### src/rtl/stdpcm_pkg.sv
// ----------------------------------------------------------------------------
// stdpcm_pkg
// Shared widths, request codes and adder request types for the stereo
// table DPCM encoder.
// ----------------------------------------------------------------------------
`default_nettype none

package stdpcm_pkg;

    // step table size and field widths
    localparam int TABLE_ENTRIES = 256;
    localparam int SAMPLE_W      = 16;
    localparam int STEP_W        = 16;
    localparam int PRED_W        = 17;
    localparam int ALU_W         = 18;

    // predictor saturation bound (magnitude)
    localparam int PRED_LIMIT    = 32768;

    // request kinds
    localparam logic KIND_WRITE  = 1'b0;
    localparam logic KIND_ENCODE = 1'b1;

    // operands for the shared add/subtract unit
    typedef struct packed {
        logic signed [ALU_W-1:0] a;
        logic signed [ALU_W-1:0] b;
        logic                    sub;
    } t_alu_req;

    // result and flags of the shared add/subtract unit
    typedef struct packed {
        logic signed [ALU_W-1:0] sum;
        logic                    neg;
        logic                    zero;
    } t_alu_rsp;

endpackage

`default_nettype wire

### src/rtl/stdpcm_alu.sv
// ----------------------------------------------------------------------------
// stdpcm_alu
// Shared 18-bit add/subtract unit with sign and zero flags, used for the
// sample difference, every table compare and the predictor update.
// ----------------------------------------------------------------------------
`default_nettype none

module stdpcm_alu (
    input  var stdpcm_pkg::t_alu_req i_req,
    output var stdpcm_pkg::t_alu_rsp o_rsp
);

    logic signed [stdpcm_pkg::ALU_W-1:0] sum;

    // a - b or a + b
    always_comb begin
        if (i_req.sub) begin
            sum = i_req.a - i_req.b;
        end else begin
            sum = i_req.a + i_req.b;
        end
    end

    // result with sign and zero flags
    always_comb begin
        o_rsp.sum  = sum;
        o_rsp.neg  = sum[stdpcm_pkg::ALU_W-1];
        o_rsp.zero = (sum == '0);
    end

endmodule

`default_nettype wire

### config.mk
export PLATFORM = sky130hd
export DESIGN_NAME = stdpcm_alu
export DESIGN_NICKNAME = d
export VERILOG_FILES = /design/src/rtl/stdpcm_pkg.sv /design/src/rtl/stdpcm_alu.sv
export SDC_FILE = /design/constraint.sdc
export NUM_CORES = 1
export LEC_CHECK = 0
export BUFFER_PORTS_ARGS = -buffer_cell sky130_fd_sc_hd__buf_2
export CORE_AREA = 5 5 55 77
export DETAILED_ROUTE_END_ITERATION = 10
export DIE_AREA = 0 0 60 82
export GPL_ROUTABILITY_DRIVEN = 0
export MAX_ROUTING_LAYER = met4
export PLACE_DENSITY = 0.79
export SETUP_SLACK_MARGIN = 0.2
export SLEW_MARGIN = 20
export SYNTH_ARGS = -nofsm -noshare
export SYNTH_HDL_FRONTEND = slang
export SYNTH_SLANG_ARGS = --single-unit
### constraint.sdc
create_clock -name vclk -period 4.91
set_input_delay 0.2455 -clock vclk [all_inputs]
set_output_delay 0.2455 -clock vclk [all_outputs]
set_load 0.01 [all_outputs]
* Yosys cells after proc, flatten, opt, wreduce, memory -nomap -nowiden
Index checks and enable logic that the tools add are counted.
** Operators by class
- Add/subtract/negate cells :: 2
- Multiply operators :: 0
- Div/mod/pow operators :: 0
- Order comparisons :: 0
- Equality and inequality tests :: 0
- Shift-type cells :: 0
- Multiplexer cells :: 1
- Bitwise gates (word level) :: 0
- Reduce and logical (&&, ||, !) cells :: 1
** Operators with widths (number)
- 18-bit adder :: 1
- 18-bit zero test :: 1
- 18-bit two-way mux :: 1
- 18-bit subtractor :: 1
** Storage, ports and cells
- Bits in registers :: 0
- Bits in latches :: 0
- RAM bits :: 0
- Bits in read-only memories :: 0
- Output and inout bits :: 20
- Word-level logic and storage cells :: 4
- Memories :: 0

* Logic depth before layout (Yosys ltp)
- Word-level depth :: 3
- Depth in mapped cells :: 16

* Least setup slack after synthesis
OpenSTA, ideal clock, no wires.
- Kind :: input to output
- From :: input i_req[1] (netlist bit)
- To :: output o_rsp[0] (netlist bit)
- Arrival time :: 3.709 ns
- Required time :: 4.665 ns
- Setup slack :: 0.955 ns
- Cell stages on the path :: 16
- Buffers on the path :: 0
- Path through :: inv_1 -> ha_1 -> nand2b_1 -> nor4_1 -> and2_1 -> nor2_1 -> xnor2_1 -> ha_1 -> and4_4 -> nor2b_4 -> o31a_1 -> a311oi_2 -> xnor2_1 -> or4_1 -> or4_1 -> nor4_2
** RTL lines
- from (decl) :: RTL line stdpcm_alu.sv:9 : input var stdpcm_pkg::t_alu_req i_req,
- to (decl) :: RTL line stdpcm_alu.sv:10 : output var stdpcm_pkg::t_alu_rsp o_rsp

==> metrics <==
Hold Worst Slack=approximately 0.90 ns; Die Y-Extent=82 um; Yosys top cell by area=ha_1; Yosys top cell area share=0.168; # hold bufs at CTS=0; drt wl/cell=between 10 and 15 um; Mapped Cells=between 150 and 200; Yosys cell types=between 40 and 50; status=completed; Crit Path Max Fanout=4; mapped cell area=~1300 um^2; register area share after synthesis=0; Setup CP Type=input pin to output pin; Final Non-Filler Cells=~290; clkbuf count=0; FFs & Latches=0; # fillers=slightly below 400; Multi-input gate area=approximately 1200 um^2; crit-path max cell delay=about 0.52 ns; final global-route overflow total=0; RSZ-0062 raised after global routing=false; placed cell count=between 200 and 300; CP arrival=a little over 4 ns; Final Hold Fails=0; maximum vdd ir drop=~0.11 mV; fmax=roughly 0.23 GHz; Residual DRC=0; Mapped Avg Cell Area=6.96 um^2; I/O pins=57; Cell Pwr Density=slightly below 200 nW/um^2; Area contributors post-synth=ha_1, xnor2_1, nor2_1, a21oi_1, inv_1; 1st-pass router iterations=4; Post-Syn Nets=about 250; Setup-failing EPs final=0; Worst Hold Class=input pin to output pin; routed via count=1555; Area Overhead vs Synth=22.3%; CP cell instances=buf_2 -> inv_1 -> ha_1 -> nand2b_1 -> nor4_1 -> and2_1 -> nor2_1 -> xnor2_1 -> ha_1 -> and4_4 -> nor2b_4 -> o31a_1 -> a311oi_2 -> xnor2_1 -> or4_1 -> or4_1 -> nor4_2 -> buf_2; ANT cells=0; Power Total=~0.00032 W; Die W=around 60 um; MaxCap Viol Count=0; post-CTS setup buffer count=0; Total Routed Length=3660 um; first-pass GRT wire length=approximately 5800 um; DR vias/cell=roughly 5.4; TNS Setup=0 ns; Max-slew headroom=0.686; Iteration-0 DRC Markers=31; Antenna Nets Post-Route=0; Leak=just under 0.8 nW; CP startpoint kind=input pin; GRT Total Usage=0.146; min Tclk post-route=approximately 4.3 ns; largest net degree at the start of global routing=18; Critical path origin=i_req[1]; final worst slack=about 0.57 ns; core area=approximately 3500 um^2; Site Rows=26; dpl hpwl=3310 um; Nets=approximately 300; Resize count post-CTS=0; end of the critical path=o_rsp[0]; share of cells above drive strength 1=0.283; Hold Path Depth=4; Slowest-stage cell, CP=or4_1; vias in the first global route=1448; Initial Util=0.382; Yosys warning count=0; CP endpoint kind=output pin; antenna violations before repair=0; Tcrit/Tclk final=0.883; die footprint=4920 um^2; Slew @ Worst Pin=about 0.47 ns; sequential cell area=0 um^2; PortBufs=57; dpl ws=~0.54 ns; max-slew violations=0; WP data required=approximately 4.7 ns
## metrics by stage
stage | cell area, um^2 | util
2_1_floorplan | 1340 | -
3_3_place_gp | 1640 | 0.468
3_5_place_dp | 1640 | 0.468
4_1_cts | 1640 | 0.468
5_1_grt | 1640 | 0.468
6_report | 1640 | 0.468
## cell usage in the layout, fill, tap and decap left out, types with 4 or more instances in the layout
cell type and instances:
a21oi_1 17, inv_1 16, a31oi_1 6, buf_2 57
ha_1 18, a21o_1 4, nor3_1 9, nor2_1 23
o21ai_0 7, nand2_1 7, o21a_1 6, xnor2_1 25
## cell families (layout without fill, tap and decap cells)
group | after synthesis | in the layout | synth area share
AO/OA/AOI/OAI | 61 | 61 | 0.309
buffers and inverters | 22 | 73 | 0.0736
AND/OR/NAND/NOR | 62 | 62 | 0.244
multiplexers | 1 | 1 | 0.00838
XOR/XNOR | 28 | 28 | 0.182
adder cells (fa/ha/maj) | 19 | 19 | 0.182
## routing by layer
layer,share of wire,vias up,global-route usage
li1,-,802,-
met1,0.38,706,0.151
met2,0.55,45,0.299
met3,0.071,2,0.0126
met4,0.0022,0,0.00665
met5,0,-,-
## power by group
| part | internal, W | leakage [nW] | switching, W |
|---|---|---|---|
| Clock | 0 | 0 | 0 |
| Combinational | 0.000142 | 0.782 | 0.000179 |
| Sequential | 0 | 0 | 0 |
## critical path, delay by kind of cell
family,cells,cell delay [ns]
adder cells (fa/ha/maj),2,0.48
AND/OR/NAND/NOR,9,2.27
buffers and inverters,3,0.32
AO/OA/AOI/OAI,2,0.50
XOR/XNOR,2,0.25
## worst min path at each step
| stage | endpoint | startpoint | slack (ns) |
|---|---|---|---|
| 2_1_floorplan | o_rsp[2] | i_req[1] | 0.66 |
| 3_3_place_gp | o_rsp[2] | i_req[1] | 0.90 |
| 3_5_place_dp | o_rsp[2] | i_req[1] | 0.91 |
| 4_1_cts | o_rsp[2] | i_req[1] | 0.91 |
| 5_1_grt | o_rsp[2] | i_req[1] | 0.94 |
| 6_report | o_rsp[2] | i_req[1] | 0.90 |
## final cells by class
class              instances  area share
inverters                 16      0.0366
multi-input cells        171       0.758
well taps                 42      0.0320
repair buffers            57       0.174
## synthesized netlist by cell type (2+ instances only)
library cell,number
xnor2_1,25
a21boi_0,2
nor2b_1,2
a21oi_1,17
nand3_1,3
a21o_1,4
o31a_1,3
inv_1,16
or4_1,2
o21ai_0,7
clkbuf_1,2
nor2_1,23
and3_2,2
buf_4,2
nor4_1,3
ha_1,18
o21a_1,6
a31oi_1,6
nor3_1,9
a211oi_1,3
nand2b_1,2
nand2_1,7
xor2_1,3
o21bai_1,2
No activity file was read; power rests on OpenSTA's default activity.
